--- config.mk ---
export PLATFORM = sky130hd
export DESIGN_NAME = vfdp_back
export DESIGN_NICKNAME = d
export VERILOG_FILES = /design/src/hw/rtl/vfdp_pkg.sv /design/src/hw/rtl/vfdp_back.sv
export SDC_FILE = /design/constraint.sdc
export NUM_CORES = 1
export LEC_CHECK = 0
export ABC_CLOCK_PERIOD_IN_PS = 9000
export BUFFER_PORTS_ARGS = -buffer_cell sky130_fd_sc_hd__buf_4
export CELL_PAD_IN_SITES_DETAIL_PLACEMENT = 1
export CELL_PAD_IN_SITES_GLOBAL_PLACEMENT = 1
export CORE_ASPECT_RATIO = 0.5
export CORE_MARGIN = 2
export CORE_UTILIZATION = 38
export DETAILED_ROUTE_END_ITERATION = 10
export PLACE_DENSITY = 0.91
export SETUP_SLACK_MARGIN = 0.05
export SLEW_MARGIN = 20
export SYNTH_ARGS = -nofsm -noshare
export SYNTH_HDL_FRONTEND = slang
export SYNTH_SLANG_ARGS = --single-unit
export TNS_END_PERCENT = 20
--- constraint.sdc ---
create_clock -name i_clk -period 9 [get_ports i_clk]
set_clock_uncertainty 0.15 [all_clocks]
set_input_delay 1.8 -clock i_clk [delete_from_list [all_inputs] [get_ports i_clk]]
set_output_delay 1.8 -clock i_clk [all_outputs]
set_load 0.03 [all_outputs]
--- src/hw/rtl/vfdp_pkg.sv ---
// Package with widths and pipeline types for the vsync frame deadline predictor.
package vfdp_pkg;
    localparam int DURATION_BITS = 32;
    localparam int TIME_BITS = 62;
    localparam int OUT_BITS = TIME_BITS + 1;
    localparam int NUM_CELLS = OUT_BITS;

    typedef logic [TIME_BITS-1:0] t_time;
    typedef logic [OUT_BITS-1:0] t_wide;
    typedef logic [DURATION_BITS-1:0] t_dur;

    typedef struct packed {
        logic  valid;
        logic  hit;
        logic  zero;
        t_wide dividend;
        t_dur  rem;
        t_dur  period;
        t_dur  prep;
        t_time anchor;
        t_wide earliest;
    } t_cell_data;
endpackage

--- src/hw/rtl/vfdp_back.sv ---
// Back stage: rounds up onto the grid from the remainder and holds the result.
module vfdp_back (
    input  logic                  i_clk,
    input  logic                  i_rst_n,
    input  logic                  i_en,
    input  vfdp_pkg::t_cell_data  i_d,
    output logic                  o_valid,
    output vfdp_pkg::t_wide       o_latch_time,
    output vfdp_pkg::t_wide       o_target_time
);
    logic            r_valid;
    vfdp_pkg::t_wide r_latch;
    vfdp_pkg::t_wide r_target;
    vfdp_pkg::t_wide n_target;

    always_comb begin
        if (i_d.hit) begin
            n_target = {1'b0, i_d.anchor};
        end else if (i_d.zero || i_d.rem == '0) begin
            n_target = i_d.earliest;
        end else begin
            // Step back to the grid point below, then forward one period.
            n_target = i_d.earliest - vfdp_pkg::OUT_BITS'(i_d.rem) +
                       vfdp_pkg::OUT_BITS'(i_d.period);
        end
    end

    always_ff @(posedge i_clk) begin
        if (!i_rst_n) begin
            r_valid <= 1'b0;
        end else if (i_en) begin
            r_valid  <= i_d.valid;
            r_target <= n_target;
            r_latch  <= n_target - vfdp_pkg::OUT_BITS'(i_d.prep);
        end
    end

    assign o_valid       = r_valid;
    assign o_latch_time  = r_latch;
    assign o_target_time = r_target;
endmodule

# [Yosys cells after proc, flatten, opt, wreduce, memory -nomap -nowiden]
# Index checks and enable logic that the tools add are counted.
[totals] regBits=127 output_inout_bits=127 inputBits=290 word_cells=11
[classes] muxes=2 n_reduce_logical=3 n_addsub=3
[ops] operator="$mux W63" count=2
[ops] operator="$sub A63 B32 Y63" count=2
[ops] operator="$add A63 B32 Y63" count=1
[ops] operator="$logic_not A32 Y1" count=1
[ops] operator="$reduce_and A2 Y1" count=1
[ops] operator="$logic_or A1 B1 Y1" count=1

# [Depth between registers and ports, before layout]
[logic_depth] depth_word=5 depth_mapped=28

# [Worst setup path before layout]
# OpenSTA, ideal clock, no wires.
[synth_timing] kind="in2reg" start="input port i_d[5] (netlist name)" end="register r_latch[52], in the netlist o_latch_time[52], data pin" t_required_ns=8.569 arrival_time_ns=7.112 setup_time_ns=0.281 slack_ns=1.457 n_path_buf=1 path_stages=27 path_cell_list="inv_1 > fa_1 > inv_1 > ha_1 > and4_1 > o2bb2ai_1 > nor3b_1 > o221ai_1 > a21o_1 > a21o_1 > a21oi_1 > xor2_1 > o211ai_1 > o21a_1 > ha_1 > clkbuf_1 > a21o_1 > a21o_1 > a21oi_1 > nand2_1 > o31a_1 > o22ai_1 > o21ai_0 > or3_4 > nor3_2 > nand4_1 > xnor2_1"
[synth_via] elab_chain_cells=5
[synth_lines] element="start: declaration" line="vfdp_back.sv:6" text="input vfdp_pkg::t_cell_data i_d,"
[synth_lines] element="$sub A63 B32 Y63" line="vfdp_back.sv:23" text="n_target = i_d.earliest - vfdp_pkg::OUT_BITS'(i_d.rem) +"
[synth_lines] element="$add A63 B32 Y63" line="vfdp_back.sv:23"
[synth_lines] element="$mux W63" line="vfdp_back.sv:19" text="end else if (i_d.zero || i_d.rem == '0) begin"
[synth_lines] element="$mux W63" line="vfdp_back.sv:17" text="if (i_d.hit) begin"
[synth_lines] element="net n_target[19]" line="vfdp_back.sv:14" text="vfdp_pkg::t_wide n_target;"
[synth_lines] element="$sub A63 B32 Y63" line="vfdp_back.sv:34" text="r_latch <= n_target - vfdp_pkg::OUT_BITS'(i_d.prep);"
[synth_lines] element="end signal: assignment" line="vfdp_back.sv:34"
[synth_lines] element="end: declaration" line="vfdp_back.sv:12" text="vfdp_pkg::t_wide r_latch;"
# The timed path passes the listed nets, and every way through them passes these cells.
# A chain may end at the register's enable or synchronous reset.

# [Worst setup path in the final report]
[layout_timing] start="input port i_d[6] (netlist name)" end="register r_latch[51], in the netlist o_latch_time[51], data pin"
# Same word-level chain as after synthesis.

==> key figures <==
Setup path
  • Critical Path End Type: flip-flop
  • Worst r2r src: o_valid
  • Highest fanout seen on the critical path: 7
  • R2R cell count: 2
  • Worst Path Class, Setup: in -> reg
  • Type of element launching the critical path: input pin
  • Worst EP arrival: 8.29 ns
  • CP required: 9.08 ns
  • Capture point of the worst reg-to-reg path: o_valid
  • Register-to-register setup slack: 8.24 ns

Layout
  • Final Core Density: 0.493
  • Fin nets: 2360
  • Final std cells w/o fill: 2432
  • Synthesis-to-finish area growth: 27.6%
  • Proportion of layout cells with a drive suffix above 1: 0.229

Hold path
  • Worst Hold Class: reg -> reg
  • Hold_sp: o_valid
  • Capture endpoint of the worst hold path: o_valid
  • Worst hold path cell count: 2

Clocking
  • TritonCTS clock tree: yes
  • Resized cells post-CTS: 0
  • Total number of H-tree levels: 4
  • Number of sinks on the clock net: 127
  • Clock slew seen by the registers of the worst setup and hold paths: 0.07 ns
  • Clock root buffer: sky130_fd_sc_hd__clkbuf_16
  • Clock latency reported for the late side of the worst-skew pair: 0.44 ns
  • Post-cts hold buffer count: 0
  • Number of buffers inserted during clock tree synthesis: 17
  • Maximum root-to-sink buffer count: 2
  • Number of buffers inserted to repair setup after CTS: 0

STA
  • Final period utilization: 0.912
  • Setup repair after global routing missed its margin: no
  • Relative max-transition margin: 0.312
  • Final sum of negative setup slack: 0 ns
  • Slack of the critical path: 0.789 ns
  • Number of failing hold endpoints at the final stage: 0
  • Slew @ Worst Pin: 1.03 ns
  • Setup Viol. Count Final: 0
  • Maximum clock frequency: 122 MHz
  • Post-layout min period: 8.21 ns
  • Total count of max-transition violations in the final report: 0

Global routing
  • Number of antenna violations at the first check in global routing: 2
  • Overflow left after global routing: 0
  • Vias in the first global route: 14.4k
  • Global-route usage over all layers: 0.298
  • Maximum number of pins on one net before global-route repair: 90
  • Met2 capacity usage during global routing: 0.525
  • Wire length of the first global-routing pass: 82900 µm
  • GRT busiest layer: met2
  • Met3 usage in global routing: 0.0396
  • Met1 Usage GRT: 0.360

Detailed routing
  • Vias per std cell: 5.83
  • Number of DRC markers after the initial detailed-route iteration: 1198
  • Total routed wirelength: 56100 µm
  • Number of routed nets with antenna violations: 0
  • Remaining DRCs: 0
  • First-pass iteration count of the detailed router: 5
  • Count of vias placed by the detailed router: 14.2k
  • Per-cell routed wire length: 23.1 µm

Place
  • Cell Count Post-Placement: 2398
  • Detailed Place HPWL: 45100 µm
  • Worst setup slack after placement: 0.437 ns
  • Number of buffer cells added on primary ports: 353
  • Routability congestion estimate from global placement: 0.958

Power and ir drop
  • Lkg Pwr: 0.00771 µW
  • Worst VDD drop: 0.000118 V
  • Portion of total power attributed to the clock network: 0.252
  • Total power per unit cell area: 171 nW/µm²
  • Cell Int Power: 1630 µW
  • Share of power burned in combinational logic: 0.482
  • Switching power total: 1270 µW
  • Switch share: 0.437
  • Power consumption: 2900 µW
  • Portion of total power attributed to sequential cells: 0.266

Outcome
  • Status: complete, no violations

Floorplan
  • Overall die area: 36700 µm²
  • Number of placement rows: 48
  • Core Region: 34500 µm²
  • Effective utilization at floorplan: 0.386
  • Total I/O pin count: 417
  • Horizontal die dimension: 269 µm
  • Die height: 136 µm

Synth
  • Number of warnings issued by yosys: 0
  • Mapped Area: 13300 µm²
  • Top cell type's share of synthesized area: 0.284
  • Synth Register Bits: 127
  • Cell type contributing the most total cell area after synthesis: sky130_fd_sc_hd__edfxtp_1
  • Fraction of the yosys area taken by sequential cells: 0.285
  • Ys async rst share: 0
  • Post-Synthesis Net Count: 2045
  • Post-synthesis cell type count: 98
  • Leading post-synthesis cells by cell area: sky130_fd_sc_hd__edfxtp_1, sky130_fd_sc_hd__ha_1, sky130_fd_sc_hd__inv_1, sky130_fd_sc_hd__a21oi_1, sky130_fd_sc_hd__fa_1
  • Mean Syn Cell Area: 8.20 µm²
  • Gate count after technology mapping: 1627
  • Count of flip-flops with a built-in enable after synthesis: 126
  • Most used flip-flop cell after synthesis: sky130_fd_sc_hd__edfxtp_1

Job
  • Number of max-cap violations: 0
[kinds of logic (layout without fill, tap and decap cells)]
logic type	count (synthesis)	in the layout	share of synthesized area
simple gates	492	492	0.184
buf+inv	293	621	0.0846
xor+xnor	89	89	0.0584
other cells	0	2	0
compound gates	482	482	0.237
fa+ha+maj	128	128	0.139
mux	16	16	0.0123
flops	127	127	0.285
[per-layer routing]
metal,routed length (µm),part of all wire,vias up
met5,0,0,-
met4,2940,0.052,0
met3,3360,0.060,166
met2,27800,0.50,586
met1,22000,0.39,7000
li1,-,-,6426
[power by group through the flow]
| stage | Clock (µW) | Sequential [µW] | Combinational, µW |
|---|---|---|---|
| after global placement | 0 | 780 | 1320 |
| after detailed placement | 0 | 784 | 1360 |
| after global routing | 751 | 778 | 1510 |
| after CTS | 727 | 773 | 1380 |
| final | 730 | 773 | 1400 |
| after floorplan | 0 | 906 | 770 |
[critical path, cell delays in order]
cell	delay [ns]
sky130_fd_sc_hd__buf_4	0.10
sky130_fd_sc_hd__inv_1	0.05
sky130_fd_sc_hd__fa_1	0.53
sky130_fd_sc_hd__inv_1	0.04
sky130_fd_sc_hd__ha_1	0.35
sky130_fd_sc_hd__and4_1	0.26
sky130_fd_sc_hd__o2bb2ai_1	0.20
sky130_fd_sc_hd__nor3b_1	0.33
sky130_fd_sc_hd__o221ai_1	0.25
sky130_fd_sc_hd__a21o_1	0.23
sky130_fd_sc_hd__a21o_1	0.20
sky130_fd_sc_hd__a21oi_1	0.17
sky130_fd_sc_hd__xor2_1	0.17
sky130_fd_sc_hd__o211ai_1	0.14
sky130_fd_sc_hd__o21a_1	0.19
sky130_fd_sc_hd__ha_1	0.39
sky130_fd_sc_hd__and3_1	0.23
sky130_fd_sc_hd__a221o_1	0.33
sky130_fd_sc_hd__a21oi_1	0.23
sky130_fd_sc_hd__o2bb2ai_1	0.20
sky130_fd_sc_hd__a21oi_1	0.30
sky130_fd_sc_hd__nor2b_1	0.10
sky130_fd_sc_hd__nor2_1	0.10
sky130_fd_sc_hd__buf_4	0.16
sky130_fd_sc_hd__nor4b_4	0.49
sky130_fd_sc_hd__and2_1	0.31
sky130_fd_sc_hd__nand3_1	0.12
sky130_fd_sc_hd__xnor2_1	0.31
[cells in the final DEF (no fill, tap or decap), types with 20 or more instances in the layout]
master,n
sky130_fd_sc_hd__fa_1,33
sky130_fd_sc_hd__inv_1,222
sky130_fd_sc_hd__xnor2_1,50
sky130_fd_sc_hd__nor3_1,35
sky130_fd_sc_hd__nand3_1,20
sky130_fd_sc_hd__a21o_1,41
sky130_fd_sc_hd__o21ai_0,91
sky130_fd_sc_hd__buf_4,365
sky130_fd_sc_hd__xor2_1,39
sky130_fd_sc_hd__ha_1,95
sky130_fd_sc_hd__o21a_1,24
sky130_fd_sc_hd__a21oi_1,152
sky130_fd_sc_hd__nor2_1,116
sky130_fd_sc_hd__nand4_1,47
sky130_fd_sc_hd__edfxtp_1,126
sky130_fd_sc_hd__nand2_1,168
[final cells by class]
type,instances,area [µm²]
Clock inverter,15,173
Fill cell,4199,17500
Timing Repair Buffer,366,2760
Tap cell,475,594
Inverter,223,837
Clock buffer,17,425
Antenna cell,2,5.00
Sequential cell,127,3800
Multi-Input combinational cell,1207,8420
[cell usage after synthesis, types with 24 or more instances]
cell / number
sky130_fd_sc_hd__nand2_1: 168
sky130_fd_sc_hd__fa_1: 33
sky130_fd_sc_hd__o21ai_0: 91
sky130_fd_sc_hd__nor2_1: 117
sky130_fd_sc_hd__a21o_1: 41
sky130_fd_sc_hd__xor2_1: 39
sky130_fd_sc_hd__xnor2_1: 50
sky130_fd_sc_hd__a21oi_1: 152
sky130_fd_sc_hd__inv_1: 222
sky130_fd_sc_hd__nor3_1: 35
sky130_fd_sc_hd__nand4_1: 47
sky130_fd_sc_hd__o21a_1: 24
sky130_fd_sc_hd__clkbuf_1: 39
sky130_fd_sc_hd__ha_1: 95
sky130_fd_sc_hd__edfxtp_1: 126
[how the worst max path moves through the flow]
stage               startpoint                to  slack, ns  depth (start not counted)
global route            i_d[5]  o_latch_time[51]       0.41                         28
CTS                     i_d[6]  o_latch_time[51]       0.90                         28
detailed placement      i_d[5]  o_latch_time[51]       0.44                         28
global placement        i_d[6]  o_latch_time[52]       0.75                         28
floorplan               i_d[5]  o_latch_time[52]       1.46                         27
finish                  i_d[6]  o_latch_time[51]       0.79                         28
[through the flow]
stage	hold WS (ns)	instance area (µm²)
finish	0.395	17000
global route	0.411	17000
CTS	0.395	17000
detailed placement	0.367	16400
global placement	0.352	16400
floorplan	0.490	13300
[flip-flops by register name, indices dropped and copies added, names as in the netlist]
register,count
o_target_time,63
o_valid,1
o_latch_time,63
Note: power is estimated with default switching activity, not from simulation.
