$ cat src/hw/rtl/vfdp_pkg.sv
// Package with widths and pipeline types for the vsync frame deadline predictor.
package vfdp_pkg;
    localparam int DURATION_BITS = 32;
    localparam int TIME_BITS = 62;
    localparam int OUT_BITS = TIME_BITS + 1;
    localparam int NUM_CELLS = OUT_BITS;

    typedef logic [TIME_BITS-1:0] t_time;
    typedef logic [OUT_BITS-1:0] t_wide;
    typedef logic [DURATION_BITS-1:0] t_dur;

    typedef struct packed {
        logic  valid;
        logic  hit;
        logic  zero;
        t_wide dividend;
        t_dur  rem;
        t_dur  period;
        t_dur  prep;
        t_time anchor;
        t_wide earliest;
    } t_cell_data;
endpackage

$ cat src/hw/rtl/vfdp_cell.sv
// One restoring division cell: takes one dividend bit into the partial remainder.
module vfdp_cell (
    input  logic                  i_clk,
    input  logic                  i_rst_n,
    input  logic                  i_en,
    input  vfdp_pkg::t_cell_data  i_d,
    output vfdp_pkg::t_cell_data  o_d
);
    vfdp_pkg::t_cell_data r_d;
    vfdp_pkg::t_cell_data n_d;
    logic [vfdp_pkg::DURATION_BITS:0] w_trial;

    always_comb begin
        n_d = i_d;
        w_trial = {i_d.rem, i_d.dividend[vfdp_pkg::OUT_BITS-1]};
        if (w_trial >= {1'b0, i_d.period}) begin
            w_trial = w_trial - {1'b0, i_d.period};
        end
        n_d.rem = w_trial[vfdp_pkg::DURATION_BITS-1:0];
        n_d.dividend = {i_d.dividend[vfdp_pkg::OUT_BITS-2:0], 1'b0};
    end

    always_ff @(posedge i_clk) begin
        if (!i_rst_n) begin
            r_d.valid <= 1'b0;
        end else if (i_en) begin
            r_d <= n_d;
        end
    end

    assign o_d = r_d;
endmodule

$ cat config.mk
export PLATFORM = sky130hd
export DESIGN_NAME = vfdp_cell
export DESIGN_NICKNAME = d
export VERILOG_FILES = /design/src/hw/rtl/vfdp_pkg.sv /design/src/hw/rtl/vfdp_cell.sv
export SDC_FILE = /design/constraint.sdc
export NUM_CORES = 1
export LEC_CHECK = 0
export BUFFER_PORTS_ARGS = -buffer_cell sky130_fd_sc_hd__buf_4
export CAP_MARGIN = 10
export CORE_AREA = 5 5 222 224
export DETAILED_ROUTE_END_ITERATION = 12
export DIE_AREA = 0 0 227 229
export PLACE_DENSITY = 0.51
export SLEW_MARGIN = 0
export SYNTH_ARGS = -nofsm -noshare
export SYNTH_HDL_FRONTEND = slang
export SYNTH_SLANG_ARGS = --single-unit
$ cat constraint.sdc
create_clock -name i_clk -period 18.4 [get_ports i_clk]
set_input_delay 0.92 -clock i_clk [delete_from_list [all_inputs] [get_ports i_clk]]
set_output_delay 0.92 -clock i_clk [all_outputs]
set_load 0.01 [all_outputs]
# ---- After elaboration in Yosys (flattened, before gate mapping)
# Cells that the tools add are included.
dict set report totals {
  input_bits 290
  register_bits 286
  out_inout_bits 287
  elab_cells 13
}
dict set report op_classes {
  n_reduce_logical 1
  n_addsub 1
  n_lt_le_gt_ge 1
  mux 1
}
# cell count
set ops {}
lappend ops {{greater-or-equal comparator 33 x 32 -> 1 bit} 1}
lappend ops {{2-to-1 mux 32 bit} 1}
lappend ops {{subtractor 32 bit} 1}
lappend ops {{AND reduction 2 bit} 1}

# ---- Depth between registers and ports, before layout
# Gate-level depths: netlist of run 1.
dict set report logic_depth {
  ltp_word 2
  ltp_mapped 12
  ltp_nobuf 12
}

# ---- Worst setup path after synthesis of run 1
# No wires, ideal clock.
dict set report synth_path {
  path_type {input to register}
  start {input i_en}
  end {register r_d (netlist bit o_d[0]) (enable)}
  required_ns 17.719
  path_stages 1
  setup_time_ns 0.681
  setup_slack_ns 10.367
  arrival_time_ns 7.352
  n_path_buf 0
  path_cell_list {and2_1}
}
dict set report synth_between {
  elab_chain_len 1
}
# item line
set synth_rtl {}
lappend synth_rtl {{start: declaration} vfdp_cell.sv:5} ;# input logic i_en,
lappend synth_rtl {{AND reduction 2 bit (no source line)} --}
lappend synth_rtl {{end signal: assignment} vfdp_cell.sv:27} ;# r_d <= n_d;
lappend synth_rtl {{end: declaration} vfdp_cell.sv:9} ;# vfdp_pkg::t_cell_data r_d;
# No other way between the ends.
# A chain may end at the register's enable or synchronous reset.

# ---- Final worst setup path of run 1
dict set report layout_path {
  start {input i_d[283] (netlist name)}
  end {register r_d (netlist bit o_d[219]), data pin}
}
dict set report layout_between {
  elab_chain_len 2
  elab_cells_between_ends 3
  cone_classes {add/sub: 1; order compare: 1; mux: 1}
}
# item line
set layout_rtl {}
lappend layout_rtl {{start: declaration} vfdp_cell.sv:6} ;# input vfdp_pkg::t_cell_data i_d,
lappend layout_rtl {{subtractor 32 bit or greater-or-equal comparator 33 x 32 -> 1 bit (tied branches)} {vfdp_cell.sv:17, vfdp_cell.sv:16}}
lappend layout_rtl {{2-to-1 mux 32 bit *} vfdp_cell.sv:16} ;# if (w_trial >= {1'b0, i_d.period}) begin
lappend layout_rtl {{net w_trial, one bit} vfdp_cell.sv:11} ;# logic [vfdp_pkg::DURATION_BITS:0] w_trial;
# The timed path passes the listed nets; every way through them passes the cells marked *.

==> flow_summary.json, run 1 <==
{
  "peakVddDrop_uv": 85.46,
  "worstPathCellList": "buf_4, inv_1, ha_1, inv_1, fa_1, a211oi_1, o21ai_1, a31oi_2, o221ai_2, a21boi_1, o31ai_1, xor2_1, mux2_4",
  "cp.arrival_ns": 3.74,
  "endpoint_kind": "register",
  "fin_area_um2": 17250,
  "nets": 1551,
  "cp.buffers_inverters": 3,
  "syn2layout_area_growth_pct": 54.69,
  "clkPwrFrac_pct": 38.8,
  "synth_cells": 632,
  "hpwlAfterDp_um": 34570,
  "vias_per_cell": 4.240,
  "critPathSlowestCell": "fa_1",
  "cts_buffer_depth": 3,
  "synth_flop_cell": "edfxtp_1",
  "status": "finished clean",
  "initial_core_util_pct": 23.65,
  "slew_headroom_pct": 37.99,
  "globalplace.congestion": 0.8701,
  "ant_nets": 0,
  "r2r-end": "o_d[286]$_SDFFE_PN0P_",
  "clkSlewWorstSetupHoldPaths_ns": 0.06,
  "p_leak_uw": 0.007193,
  "die_w_um": 227,
  "port-buffer-count": 575,
  "cts_setup_buffers": 0,
  "netlist_area_um2": 11150,
  "finalClockSkew_ns": 0,
  "worst_slew_pin_slew_ns": 0.9301,
  "layout_worst_path_cycle_share_pct": 18.81,
  "pre_cts_ws_ns": 14.34,
  "cts_hold_buf": 0,
  "die_area_um2": 51980,
  "cap_violations": 0,
  "cellPowerDensity_nw_per_um2": 100.0,
  "period_minus_slack_ns": 3.461,
  "rows": 80,
  "setup_ws_ns": 14.94,
  "synth-async-reset-ratio_pct": 0,
  "synth.distinct_cells": 57,
  "grt_max_degree": 148,
  "htree_levels": 2,
  "clk_latency_ns": 0.52,
  "routed_wl_um": 43020,
  "whs_path_depth": 2,
  "r2r_slack_ns": 17.80,
  "critPathMaxFanout": 6,
  "crit_type": "primary input to register",
  "required_ns": 18.68,
  "ys_seq_area_share_pct": 76.95,
  "critPathMaxStageDelay_ns": 0.44,
  "final_hold_viol_count": 0,
  "initialDrtViolationCount": 351,
  "finalSetupViolCount": 0,
  "switching_share_pct": 24.35,
  "min_to": "o_d[286]$_SDFFE_PN0P_",
  "crit_family": "compound AO/OA/AOI/OAI gates",
  "yosys_warnings": 0,
  "drt_first_pass_iters": 4,
  "rr_startpoint": "o_d[286]$_SDFFE_PN0P_",
  "core_um2": 47150,
  "cts_buffers": 36,
  "vias": 7924,
  "grt_usage_pct": 15.36,
  "clockRootBuffer": "clkbuf_16",
  "post_cts_resized": 0,
  "internal_power_uw": 1305,
  "dpl_cell_area_um2": 16140,
  "grt_pass1_vias": 8133,
  "gr-total-overflow": 0,
  "hp-class": "register to register",
  "power_frac_comb_pct": 15.6,
  "reg2reg_depth": 2,
  "startpoint_type": "primary input",
  "cts_tree": "done",
  "layout-drive-gt1-share_pct": 53.04,
  "syn_area_per_cell_um2": 17.64,
  "cts.sink_count": 286,
  "synth_fp_nets": 955,
  "power_frac_seq_pct": 45.6,
  "drc": 0,
  "synth_edf_count": 285,
  "pin_count": 577,
  "synth_seq_cells": 286,
  "timing.fmax_mhz": 288.9,
  "antenna_found_initial": 8,
  "largest_register_ffs": 286,
  "wl_per_cell_um": 23.02,
  "grt_pass1_wl_um": 58040,
  "die_h_um": 229,
  "p_sw_uw": 419.9,
  "crit_top_cell": "inv_1",
  "hp-start": "o_d[286]$_SDFFE_PN0P_",
  "tns_ns": 0,
  "slew_violations": 0,
  "rsz0062_at_grt": "no"
}
## power by group through the flow
stage / clock network, uW / registers, uW / logic, uW
2_1_floorplan: 0 / 831 / 93.9
3_3_place_gp: 0 / 800 / 272
3_5_place_dp: 0 / 801 / 274
4_1_cts: 691 / 788 / 275
5_1_grt: 719 / 791 / 288
6_report: 668 / 787 / 269
## routing by layer
metal / GRT usage [%] / wire (um)
met5: 0 / 74
met4: 4.373 / 1129
met3: 6.057 / 4195
met2: 28.89 / 23160
met1: 15.56 / 14460
## worst register-to-register path, cell delays in order (launching register included)
cell and delay, ns:
dfxtp_1 0.32, mux2i_1 0.12, nor2b_1 0.06
## layout by cell type (no fill, tap or decap), types with 3 or more instances in the layout
cell type,count
a211oi_1,6
a21o_1,10
a21oi_1,29
a31oi_1,3
and3_1,3
buf_4,576
clkbuf_1,9
clkbuf_16,36
clkinv_1,5
clkinv_4,3
edfxtp_1,285
ha_1,32
inv_1,39
mux2_4,27
mux2i_1,3
nand2_1,21
nand2b_1,5
nand3_1,16
nand4_1,10
nor2_1,22
nor2b_1,4
nor3_1,6
o211ai_1,3
o21ai_0,13
o21ai_1,4
o21bai_1,6
o31ai_1,6
or3_1,3
xnor2_1,13
xor2_1,12
## final cells by class
cell class	instances	area, um2
clock inverter	17	170.2
clock buffer	45	934.6
tap	615	769.5
multi-input combinational	287	2293
antenna	2	5.005
inverter	40	150.1
timing repair buffer	577	4344
sequential	286	8578
fill	4595	29900
## worst max-delay path by stage
stage	slack, ns	cells after the start	from	to
2_1_floorplan	10.37	1	i_en	o_d[0]$_DFFE_PP_
3_3_place_gp	14.40	11	i_d[161]	o_d[190]$_DFFE_PP_
3_5_place_dp	14.34	11	i_d[162]	o_d[191]$_DFFE_PP_
4_1_cts	14.91	11	i_d[162]	o_d[191]$_DFFE_PP_
5_1_grt	14.78	11	i_d[167]	o_d[191]$_DFFE_PP_
6_report	14.94	13	i_d[283]	o_d[219]$_DFFE_PP_
## cell families (layout without fill, tap and decap cells)
| logic type | after synthesis | in the layout | synth area share [%] |
|---|---|---|---|
| buffers and inverters | 59 | 679 | 2.503 |
| AO/OA/AOI/OAI | 98 | 98 | 6.229 |
| adder cells (fa/ha/maj) | 33 | 33 | 3.771 |
| AND/OR/NAND/NOR | 98 | 98 | 4.445 |
| XOR/XNOR | 25 | 25 | 1.964 |
| flip-flops | 286 | 286 | 76.95 |
| other | 1 | 3 | 0.03364 |
| multiplexers | 32 | 32 | 4.108 |
## Yosys cell counts (4+ instances only)
library cell | n | area share [%]
o31ai_1 | 6 | 0.40
a21oi_1 | 29 | 1.3
nor2_1 | 22 | 0.74
o21ai_1 | 4 | 0.18
clkbuf_1 | 10 | 0.34
o21ai_0 | 13 | 0.58
nand4_1 | 10 | 0.56
o21bai_1 | 6 | 0.40
nor3_1 | 6 | 0.27
xor2_1 | 12 | 0.94
a21o_1 | 10 | 0.67
edfxtp_1 | 285 | 77
nand3_1 | 16 | 0.72
ha_1 | 32 | 3.6
inv_1 | 39 | 1.3
nand2_1 | 21 | 0.71
a211oi_1 | 6 | 0.40
xnor2_1 | 13 | 1.0
nor2b_1 | 4 | 0.22
mux2_4 | 27 | 3.6
buf_2 | 4 | 0.18
nand2b_1 | 5 | 0.28
## per-stage QoR
stage / hold slack (ns) / power [uW] / utilization (%) / std cells
after floorplan: 0.5383 / 925.3 / - / 632
after global placement: 0.5438 / 1072 / 34.23 / 1805
after detailed placement: 0.5358 / 1075 / 34.23 / 1805
after CTS: 0.5234 / 1754 / 36.57 / 1867
after global routing: 0.5226 / 1799 / 36.58 / 1869
final: 0.5436 / 1725 / 36.58 / 1869
Note: power is estimated with default switching activity, not from simulation.
==> run 2: changes to the inputs <==
- PLACE_DENSITY: 0.51 -> 0.53
- clock period: 18.4 -> 3 ns (I/O delays scaled with it)
==> flow_summary.json, run 2 (synthesized netlist as in run 1, its figures left out) <==
{
  "status": "finished clean",
  "slew_violations": 0,
  "hpwlAfterDp_um": 36120,
  "peakVddDrop_uv": 455.5,
  "final_hold_viol_count": 0,
  "cp.arrival_ns": 3.10,
  "p_leak_uw": 0.008514,
  "tns_ns": 0,
  "die_h_um": 229,
  "routed_wl_um": 47830,
  "rows": 80,
  "fin_util_pct": 43.16,
  "grt_pass1_wl_um": 66900,
  "cts_buffer_depth": 3,
  "layout_worst_path_cycle_share_pct": 94.37,
  "power.total_uw": 10950,
  "cap_violations": 0,
  "port-buffer-count": 575,
  "initial_core_util_pct": 23.65,
  "worst_slew_pin_slew_ns": 0.7135,
  "grt_max_degree": 59,
  "clockRootBuffer": "clkbuf_16",
  "drt_first_pass_iters": 4,
  "final_common_cell": "buf_4",
  "layout_common_cells": "594 x buf_4, 287 x dlygate4sd3_1, 285 x edfxtp_1, 39 x inv_1, 36 x clkbuf_16",
  "hp-class": "primary input to register",
  "clk_latency_ns": 0.52,
  "vias_per_cell": 4.276,
  "gr-total-overflow": 0,
  "htree_levels": 2,
  "required_ns": 3.27,
  "die_w_um": 227,
  "pin_count": 577,
  "crit_type": "primary input to register",
  "wl_per_cell_um": 21.92,
  "grt_usage_pct": 17.32,
  "critPathMaxFanout": 16,
  "cts_tree": "done",
  "globalplace.congestion": 0.8572,
  "ant_nets": 0,
  "finalSetupViolCount": 0,
  "nets": 1860,
  "layout-drive-gt1-share_pct": 43.97,
  "cts_setup_buffers": 0,
  "core_um2": 47150,
  "vias": 9330,
  "rsz0062_at_grt": "no",
  "timing.fmax_mhz": 353.2,
  "slew_headroom_pct": 52.43,
  "drc": 0,
  "endpoint_kind": "register",
  "finalClockSkew_ns": 0,
  "cts_buffers": 35,
  "cellPowerDensity_nw_per_um2": 538.1,
  "period_minus_slack_ns": 2.831,
  "cts.sink_count": 286,
  "largest_register_ffs": 286,
  "clkSlewWorstSetupHoldPaths_ns": 0.06,
  "fill_cells": 4253,
  "die_area_um2": 51980,
  "grt_pass1_vias": 10060,
  "syn2layout_area_growth_pct": 82.53,
  "startpoint_type": "primary input",
  "initialDrtViolationCount": 450,
  "antenna_found_initial": 8
}
## run 2: cell types whose count changed in the layout (fill, tap and decap cells not counted), moves of 2 or more
| cell | before | now |
|---|---|---|
| buf_12 | 1 | 6 |
| clkinv_4 | 3 | 0 |
| diode_2 | 2 | 7 |
| buf_4 | 576 | 594 |
| dlygate4sd3_1 | 0 | 287 |
| inv_8 | 2 | 0 |
## run 2: worst paths after layout
path	from	to	slack (ns)	cells past startpoint
worst max-delay path	i_d[161]	o_d[191]$_DFFE_PP_	0.17	13
worst min-delay path	i_d[220]	o_d[218]$_DFFE_PP_	0.11	4
worst max register to register	o_d[286]$_SDFFE_PN0P_	o_d[286]$_SDFFE_PN0P_	1.80	3
worst min register to register	o_d[286]$_SDFFE_PN0P_	o_d[286]$_SDFFE_PN0P_	1.14	3
## run 2: critical path, stage by stage
cell and delay [ns]:
dlygate4sd3_1 0.55, buf_4 0.12, inv_1 0.04, ha_1 0.37
a21o_1 0.23, nor3_4 0.18, a21oi_4 0.10, a21o_4 0.25
a221oi_4 0.25, o21a_4 0.19, o21a_4 0.16, buf_12 0.18
mux2_1 0.33
## run 2: routing by layer
layer,global-route usage (%),share of wire (%),wire length (um)
met5,0,0.027,13
met4,7.064,4.4,2118
met3,4.648,7.6,3614
met2,32.21,53,25230
met1,18.34,35,16850
## run 2: cell type report
class	instances	area, um2	area share, %
antenna	7	17.52	0.08608
clock buffer	45	944.7	4.642
clock inverter	15	137.6	0.6764
inverter	40	150.1	0.7379
multi-input combinational	287	2298	11.30
sequential	286	8578	42.16
tap	615	769.5	3.782
timing repair buffer	887	7452	36.62
## run 2: stage by stage
stage	hold WS [ns]	area (um2)	setup WS (ns)	std cells
global route	0.1007	20340	0.03564	2179
detailed placement	0.3293	16370	0.1156	1828
finish	0.1121	20350	0.1688	2182
floorplan	0.2489	11150	0.4020	632
CTS	0.06156	20330	0.1244	2175
global placement	0.3285	16370	0.1252	1828
## run 2: timing repair
item                                    in CTS  in global routing
gates resized for setup                      0                  1
hold endpoints to repair                   286                  0
endpoints found under the setup margin       0                  2
hold buffers                               287                  0
## run 2: where the power goes
part	internal [uW]	leakage (uW)	switching [uW]
Combinational	1140	0.00531	925
Sequential	4740	0.00268	91.0
Clock	2390	0.000521	1660
