`config.mk`:
```
export PLATFORM = sky130hd
export DESIGN_NAME = vfdp_front
export DESIGN_NICKNAME = d
export VERILOG_FILES = /design/src/hw/rtl/vfdp_pkg.sv /design/src/hw/rtl/vfdp_front.sv
export SDC_FILE = /design/constraint.sdc
export NUM_CORES = 1
export LEC_CHECK = 0
export ABC_CLOCK_PERIOD_IN_PS = 21600
export BUFFER_PORTS_ARGS = -buffer_cell sky130_fd_sc_hd__buf_4
export CAP_MARGIN = 20
export CORE_ASPECT_RATIO = 1.75
export CORE_MARGIN = 2
export CORE_UTILIZATION = 60
export CTS_BUF_LIST = sky130_fd_sc_hd__clkbuf_8
export DETAILED_ROUTE_END_ITERATION = 16
export PLACE_DENSITY = 0.85
export REMOVE_ABC_BUFFERS = 1
export SLEW_MARGIN = 20
export SYNTH_ARGS = -nofsm -noshare
export SYNTH_HDL_FRONTEND = slang
export SYNTH_SLANG_ARGS = --single-unit
```
`constraint.sdc`:
```
create_clock -name i_clk -period 21.6 [get_ports i_clk]
set_input_delay 0 -clock i_clk [delete_from_list [all_inputs] [get_ports i_clk]]
set_output_delay 0 -clock i_clk [all_outputs]
set_load 0.01 [all_outputs]
```
`src/hw/rtl/vfdp_pkg.sv`:
```
// Package with widths and pipeline types for the vsync frame deadline predictor.
package vfdp_pkg;
    localparam int DURATION_BITS = 32;
    localparam int TIME_BITS = 62;
    localparam int OUT_BITS = TIME_BITS + 1;
    localparam int NUM_CELLS = OUT_BITS;

    typedef logic [TIME_BITS-1:0] t_time;
    typedef logic [OUT_BITS-1:0] t_wide;
    typedef logic [DURATION_BITS-1:0] t_dur;

    typedef struct packed {
        logic  valid;
        logic  hit;
        logic  zero;
        t_wide dividend;
        t_dur  rem;
        t_dur  period;
        t_dur  prep;
        t_time anchor;
        t_wide earliest;
    } t_cell_data;
endpackage

```
`src/hw/rtl/vfdp_front.sv`:
```
// Front stages: sums, earliest acceptable time and grid offset.
module vfdp_front (
    input  logic                  i_clk,
    input  logic                  i_rst_n,
    input  logic                  i_en,
    input  logic                  i_valid,
    input  vfdp_pkg::t_time       i_now_time,
    input  vfdp_pkg::t_time       i_requested_time,
    input  vfdp_pkg::t_time       i_last_vsync,
    input  vfdp_pkg::t_dur        i_vsync_period,
    input  vfdp_pkg::t_dur        i_prep_duration,
    output vfdp_pkg::t_cell_data  o_d
);
    logic                r_valid_a;
    vfdp_pkg::t_wide     r_now_prep;
    vfdp_pkg::t_wide     r_half;
    vfdp_pkg::t_time     r_req;
    vfdp_pkg::t_time     r_anchor;
    vfdp_pkg::t_dur      r_period;
    vfdp_pkg::t_dur      r_prep;
    vfdp_pkg::t_cell_data r_d;
    vfdp_pkg::t_cell_data n_d;
    vfdp_pkg::t_wide     w_max;

    always_ff @(posedge i_clk) begin
        if (!i_rst_n) begin
            r_valid_a <= 1'b0;
            r_d.valid <= 1'b0;
        end else if (i_en) begin
            r_valid_a  <= i_valid;
            r_now_prep <= {1'b0, i_now_time} +
                          vfdp_pkg::OUT_BITS'(i_prep_duration);
            r_half     <= {1'b0, i_last_vsync} +
                          vfdp_pkg::OUT_BITS'(i_vsync_period >> 1);
            r_req      <= i_requested_time;
            r_anchor   <= i_last_vsync;
            r_period   <= i_vsync_period;
            r_prep     <= i_prep_duration;
            r_d        <= n_d;
        end
    end

    always_comb begin
        w_max = (r_half > r_now_prep) ? r_half : r_now_prep;
        n_d.valid    = r_valid_a;
        n_d.earliest = (w_max > {1'b0, r_req}) ? w_max : {1'b0, r_req};
        n_d.hit      = {1'b0, r_anchor} >= n_d.earliest;
        n_d.zero     = (r_period == '0);
        n_d.dividend = n_d.earliest - {1'b0, r_anchor};
        n_d.rem      = '0;
        n_d.period   = r_period;
        n_d.prep     = r_prep;
        n_d.anchor   = r_anchor;
    end

    assign o_d = r_d;
endmodule

```
# Word level (Yosys, flattened, before mapping)
# Cells that the tools add are included.
# op_classes
addsub	3
order_cmp	3
mux	2
n_reduce_logical	2
# op_table
operator	count
63-bit two-way mux	2
62-bit by 31-bit adder with 63-bit output	1
62-bit by 32-bit adder with 63-bit output	1
62-bit by 63-bit >= comparator with 1-bit output	1
63-bit by 62-bit > comparator with 1-bit output	1
63-bit > comparator	1
63-bit by 62-bit subtractor with 63-bit output	1
32-bit logical NOT	1
2-bit AND reduction	1
# word_totals
regBits	570
in_bits	254
out_inout_bits	287
word_cells	25

# Depth between registers and ports, before layout
# Gate-level depths: netlist (run 1).
# logic_depth
depth_word	5
depth_mapped	37

# Worst setup path before layout (run 1)
# Ideal clock, no wire load.
# synth_path
path_type	input to register
from	input i_en
to	register r_d (netlist bit o_d[0]), enable pin
setup_time_ns	1.005
arrival_time_ns	12.739
t_required_ns	20.595
slack_ns	7.856
cell_stages	1
n_path_buf	0
cell_sequence	and2_1
# synth_via
elab_chain_len	1
# synth_rtl
item	line	source
from (decl)	vfdp_front.sv:5	input logic i_en,
2-bit AND reduction (no source line)	-	
to (signal assigned)	vfdp_front.sv:39	r_d <= n_d;
to (decl)	vfdp_front.sv:21	vfdp_pkg::t_cell_data r_d;
# No other way between the ends.
# A chain may end at the register's enable or synchronous reset.

==> metrics, run 1 <==
average cell area after synthesis 12.5 µm²; vias per cell 6.10; unrepaired setup endpoints after global routing no; EDFF count, synth 568; # IOs 541; Worst Clk Skew ~0.057 ns; post-synthesis simple-gate area fraction 8.09%; post-synthesis adder-cell area fraction 10.5%; I/O Buffers 508; most numerous cell on the critical path a21oi_1; Worst R2R Setup Slack 10.57 ns; initial drt markers 2,039; largest family of logic cells by synthesized area adder cells; Total Power 0.00324 W; clock transition at the registers of the reported paths ~0.090 ns; Synth top area share 56.4%; cts hold-fix bufs 280; Hold Crit Start i_requested_time[33]; max cap viols 0; GPL Wtd Cong 1.03; worst-path maximum fanout 40; Ys Warns 0; Critical Path RT 22.01 ns; drt wl/cell approximately 26 µm; worst min-delay path category input port to flip-flop; R2R depth 35; Reg-to-Reg Start r_now_prep[28]$_DFFE_PP_; register area share after synthesis a little under three fifths; FF-to-FF End o_d[282]$_DFFE_PP_; number of setup buffers added after CTS 0; Die Area 52,300 µm²; final hold violation count 0; PwrDens 82.7 nW/µm²; multiplexer share of the synthesized area 4.73%; first-pass GRT wire length 151,000 µm; TritonCTS clock tree built; vias in the first global route 25,400; maximum VDD drop 75.7 µV; Fillers about 2,900; cells after synthesis around 2,400; crit path DAT 11.45 ns; fmax 0.0906 GHz; multi-input logic area 11,900 µm²; via count 24,300; outcome completed; XOR/XNOR Fraction of Synth Area 5.21%; FP Rows around 110; GRT Total Usage 39.2%; Primary FF master, synth edfxtp_1; final antenna-violating net count 0; max_slew headroom a little over a quarter; final setup margin 10.57 ns; Leak 16.5 nW; final WL 104,000 µm; post-synthesis cell type count 78; initial antenna violation count 7; Setup TNS Final 0 ns; fin crit share 51.1%; ys async rst share 0%; CTS buffer count 85; fin nets 3,757; drt pass-1 iters 8; Placement Setup Slack 11.01 ns; Post-Syn Area between 30,000 and 40,000 µm²; Worst Setup SP r_now_prep[28]$_DFFE_PP_; post-DP HPWL between 70,000 and 80,000 µm; Root Driver clkbuf_8; Core Area between 40,000 and 50,000 µm²; flop and latch count out of synthesis 570; Clock Tree Buf Depth 3; width of the die 174 µm; CP max stage cell nor4b_1; die height about 300 µm; DRC violations left 0; crit path kind flip-flop to flip-flop; Synth Area in Compound Gates 10.3%; CP endpoint kind flip-flop; fin crit period about 11 ns; Sink Count 570; register area between 15,000 and 20,000 µm²; Worst Setup EP o_d[282]$_DFFE_PP_; Worst Max-Slew Pin Slew between 1 and 1.5 ns; cell taking the most area after synthesis edfxtp_1; Syn-to-layout area delta 29.6%; cts repair resizes 0; most frequent cell after synthesis edfxtp_1; # setup viols final 0; Max Slew Vio Count 0; share of cells above drive strength 1 21.6%; Initial Utilization between 60% and 70%; Startpoint Class flip-flop; Clock Latency Late Sink 0.70 ns; H-tree depth 3; top cells by count, synth edfxtp_1 (568), ha_1 (250), inv_1 (238); largest net degree at the start of global routing 192; slowest cell delay on critical path 0.87 ns; top post-synthesis cells by area edfxtp_1 (56%), ha_1 (10%), xnor2_1 (3.4%), inv_1 (3.0%), a21oi_1 (2.7%); gr ovfl total 0
==> worst min-delay path by stage <==
stage | slack (ns) | cells after the start | endpoint
final | 0.03 | 2 | r_req[33]$_DFFE_PP_
after global routing | 0.03 | 2 | r_req[34]$_DFFE_PP_
after CTS | 0.01 | 2 | r_req[57]$_DFFE_PP_
after detailed placement | 0.18 | 1 | r_req[58]$_DFFE_PP_
after global placement | 0.18 | 1 | r_period[0]$_DFFE_PP_
after floorplan | 0.1 | 0 | r_anchor[0]$_DFFE_PP_
==> kinds of logic (layout without fill, tap and decap cells) <==
family	count (synthesis)	after routing
and+or+nand+nor	480	480
DFF	570	570
other	1	38
AOI/OAI and AO/OA	484	484
buffers and inverters	319	1191
xor gates and xnor gates	180	180
adders and majority gates	253	253
muxes	127	127
==> power breakdown <==
group	internal, W	switching [W]
clock	0.000490	0.000465
sequential	0.00135	0.0000531
combinational	0.000372	0.000512
==> worst max-delay path, delay by kind of cell (launching register included) <==
kind | cells | cell delay, ns
flip-flops | 1 | 0.41
multiplexers | 2 | 0.83
AND/OR/NAND/NOR | 2 | 0.96
AO/OA/AOI/OAI | 23 | 5.75
adder cells (fa/ha/maj) | 3 | 0.92
buffers and inverters | 4 | 1.64
XOR/XNOR | 1 | 0.14
==> per-layer routing <==
metal / share of wire (%) / GRT usage [%]
met1: 31 / 38.0
met2: 52 / 71.0
met3: 8.3 / 8.56
met4: 9.5 / 32.2
met5: 0.022 / 0
==> through the flow <==
step                      hold slack, ns  cells  util (%)  instance area, µm²
final                             0.0322   3983      78.8               39200
after global routing              0.0341   3982      78.8               39200
after CTS                         0.0127   3977      78.8               39200
after detailed placement           0.179   3543      69.6               34600
after global placement             0.179   3543      69.6               34600
after floorplan                   0.0989   2364         -               29900
==> cell usage in the layout, fill, tap and decap left out, types with 11 or more instances in the layout <==
cell type / instances
edfxtp_1: 568
buf_4: 517
dlygate4sd3_1: 280
inv_1: 257
ha_1: 250
a21oi_1: 165
xnor2_1: 117
nor2_1: 109
nand2_1: 93
a21o_1: 92
clkbuf_8: 87
nand4_1: 64
xor2_1: 63
mux2_1: 62
nand3_1: 61
mux2_2: 61
o21ai_0: 47
conb_1: 32
o21ai_1: 31
o21bai_1: 28
nor2b_1: 27
nor3_1: 23
o21a_1: 20
and3_1: 20
clkinv_1: 20
nor4_1: 18
a31oi_1: 18
nand2b_1: 17
and2_1: 13
clkinv_2: 11
==> cell type report <==
type / count / area share [%]
flip-flops and latches: 570 / 43.6
well taps: 660 / 2.11
clock inverters: 67 / 1.44
diodes: 6 / 0.0383
repair buffers: 799 / 17.1
multi-input cells: 1556 / 30.3
inverters: 238 / 2.28
clock buffers: 87 / 3.06
==> flip-flops by register name (all words and copies together), names as in the netlist <==
name,cells
o_d,255
r_period,32
r_half,63
r_valid_a,1
r_anchor,62
r_req,62
r_now_prep,63
r_prep,32
No activity file was read; power rests on OpenSTA's default activity.
==> inputs of run 2 (changes only) <==
--- a/config.mk
+++ b/config.mk
@@ -5,15 +5,15 @@
 export SDC_FILE = /design/constraint.sdc
 export NUM_CORES = 1
 export LEC_CHECK = 0
-export ABC_CLOCK_PERIOD_IN_PS = 21600
+export ABC_CLOCK_PERIOD_IN_PS = 10340
 export BUFFER_PORTS_ARGS = -buffer_cell sky130_fd_sc_hd__buf_4
 export CAP_MARGIN = 20
 export CORE_ASPECT_RATIO = 1.75
 export CORE_MARGIN = 2
-export CORE_UTILIZATION = 60
+export CORE_UTILIZATION = 58
 export CTS_BUF_LIST = sky130_fd_sc_hd__clkbuf_8
 export DETAILED_ROUTE_END_ITERATION = 16
-export PLACE_DENSITY = 0.85
+export PLACE_DENSITY = 0.82
 export REMOVE_ABC_BUFFERS = 1
 export SLEW_MARGIN = 20
 export SYNTH_ARGS = -nofsm -noshare
==> constraint.sdc (replaced) <==
create_clock -name i_clk -period 10.34 [get_ports i_clk]
set_input_delay 0 -clock i_clk [delete_from_list [all_inputs] [get_ports i_clk]]
set_output_delay 0 -clock i_clk [all_outputs]
set_load 0.01 [all_outputs]
==> metrics, run 2 (same netlist as run 1, synthesis figures left out) <==
Worst Max-Slew Pin Slew 1.20 ns; Startpoint Class flip-flop; max cap viols 0; TritonCTS clock tree built; drt wl/cell 26.3 µm; # IOs 541; final antenna-violating net count 0; Total Power 0.00689 W; vias per cell 6.04; R2R depth 33; Worst Clk Skew 0.0399 ns; I/O Buffers 508; crit path DAT 10.22 ns; die height roughly 310 µm; Clock Latency Late Sink 0.72 ns; Sink Count 570; most common cell after layout, fill and taps aside edfxtp_1; post-DP HPWL 73,700 µm; outcome completed; initial drt markers 2,262; fin crit share between 90 and 100%; largest net degree at the start of global routing 177; slowest cell delay on critical path a little under 0.8 ns; Worst R2R Setup Slack 0.52 ns; GPL Wtd Cong between 1 and 1.5; Setup TNS Final 0 ns; Max Slew Vio Count 0; fmax 0.102 GHz; most numerous cell on the critical path a21o_1; H-tree depth 3; final setup margin 0.523 ns; fin crit period 9.82 ns; gr ovfl total 0; Placement Setup Slack ~0.77 ns; worst-path maximum fanout 23; Clock Tree Buf Depth 3; Leak 16.7 nW; crit path kind flip-flop to flip-flop; most frequent cells in the layout edfxtp_1 (568), buf_4 (523), dlygate4sd3_1 (313); Initial Utilization 58.7%; first-pass GRT wire length between 150,000 and 200,000 µm; width of the die 177 µm; max FFs per register 255; Die Area ~54,000 µm²; CP endpoint kind flip-flop; number of setup buffers added after CTS 0; Top delay family on crit path compound AO/OA/AOI/OAI gates; fin nets 3,798; worst min-delay path category input port to flip-flop; Hold Path Sink r_req[5]$_DFFE_PP_; drt pass-1 iters 6; CP max stage cell o21ai_4; Core Area 51,500 µm²; Root Driver clkbuf_8; buffer and inverter count on the worst path 3; CTS buffer count 86; DRC violations left 0; # setup viols final 0; Syn-to-layout area delta 31.3%; via count approximately 24,000; GRT Total Usage 38.9%; clock transition at the registers of the reported paths 0.07 ns; final hold violation count 0; Reg-to-Reg Start r_now_prep[16]$_DFFE_PP_; hold path depth 2; Final Core Density 77.1%; # placed instances 3,562; final std cells w/o fill just over 4,000; Seq pwr share 42.5%; Critical Path RT 10.75 ns; Clk network pwr share 30.3%; max_slew headroom 19.7%; final WL 106,000 µm; Hold Crit Start i_requested_time[5]; maximum VDD drop about 150 µV; initial antenna violation count 5; Switch Pwr approximately 0.0022 W; Net Sw Frac 31.9%; internal power 0.00469 W; PwrDens about 170 nW/µm²; share of cells above drive strength 1 22.0%; Combinational Power Share 27.2%; FP Rows 110; FF-to-FF End o_d[276]$_DFFE_PP_; vias in the first global route 25,700; unrepaired setup endpoints after global routing no
run 2: cell types whose count changed in the layout (fill, tap and decap cells not counted), moves of 6 or more:
| cell | change |
|---|---|
| buf_4 | +6 |
| dlygate4sd3_1 | +33 |
| inv_1 | -11 |
| clkinv_2 | +12 |
run 2: worst max path at each step:
| stage | to | slack (ns) | cells past startpoint | from |
|---|---|---|---|---|
| 4_1_cts | o_d[276]$_DFFE_PP_ | 0.70 | 31 | r_half[29]$_DFFE_PP_ |
| 3_5_place_dp | o_d[276]$_DFFE_PP_ | 0.77 | 31 | r_half[29]$_DFFE_PP_ |
| 6_report | o_d[276]$_DFFE_PP_ | 0.52 | 33 | r_now_prep[16]$_DFFE_PP_ |
| 2_1_floorplan | o_d[0]$_DFFE_PP_ | -3.40 | 1 | i_en |
| 3_3_place_gp | o_d[279]$_DFFE_PP_ | 1.01 | 32 | r_half[30]$_DFFE_PP_ |
| 5_1_grt | o_d[276]$_DFFE_PP_ | 0.11 | 33 | r_now_prep[28]$_DFFE_PP_ |
run 2: layout make-up:
type / count / area (µm²)
Fill cell: 2999 / 11800
Tap cell: 672 / 841
Antenna cell: 6 / 15.0
Clock inverter: 74 / 666
Clock buffer: 86 / 1180
Sequential cell: 570 / 17100
Inverter: 238 / 893
Multi-Input combinational cell: 1556 / 11900
Timing Repair Buffer: 839 / 7120
run 2: routing by layer:
metal / GRT usage [%] / part of all wire (%) / up-vias
met1: 39.1 / 32 / 11700
met2: 70.0 / 52 / 1619
met3: 6.18 / 7.3 / 456
li1: - / - / 10700
met5: 0 / 0.014 / -
met4: 31.3 / 9.1 / 2
run 2: through the flow:
step / hold slack (ns) / instance area [µm²]
after detailed placement: 0.180 / 34700
after CTS: 0.000188 / 39700
after global routing: 0.00677 / 39700
after floorplan: 0.0989 / 29900
after global placement: 0.179 / 34700
final: 0.0263 / 39700
run 2: power by group through the flow:
stage | sequential (W) | clock (W) | combinational (W)
after global placement | 0.00296 | 0 | 0.00166
after detailed placement | 0.00297 | 0 | 0.00169
after floorplan | 0.00301 | 0 | 0.00102
final | 0.00293 | 0.00208 | 0.00187
after global routing | 0.00294 | 0.00217 | 0.00201
after CTS | 0.00292 | 0.00205 | 0.00181
run 2: timing repair:
action	CTS	global route
hold endpoints to repair	316	0
resized for setup	0	0
hold buffers	313	0
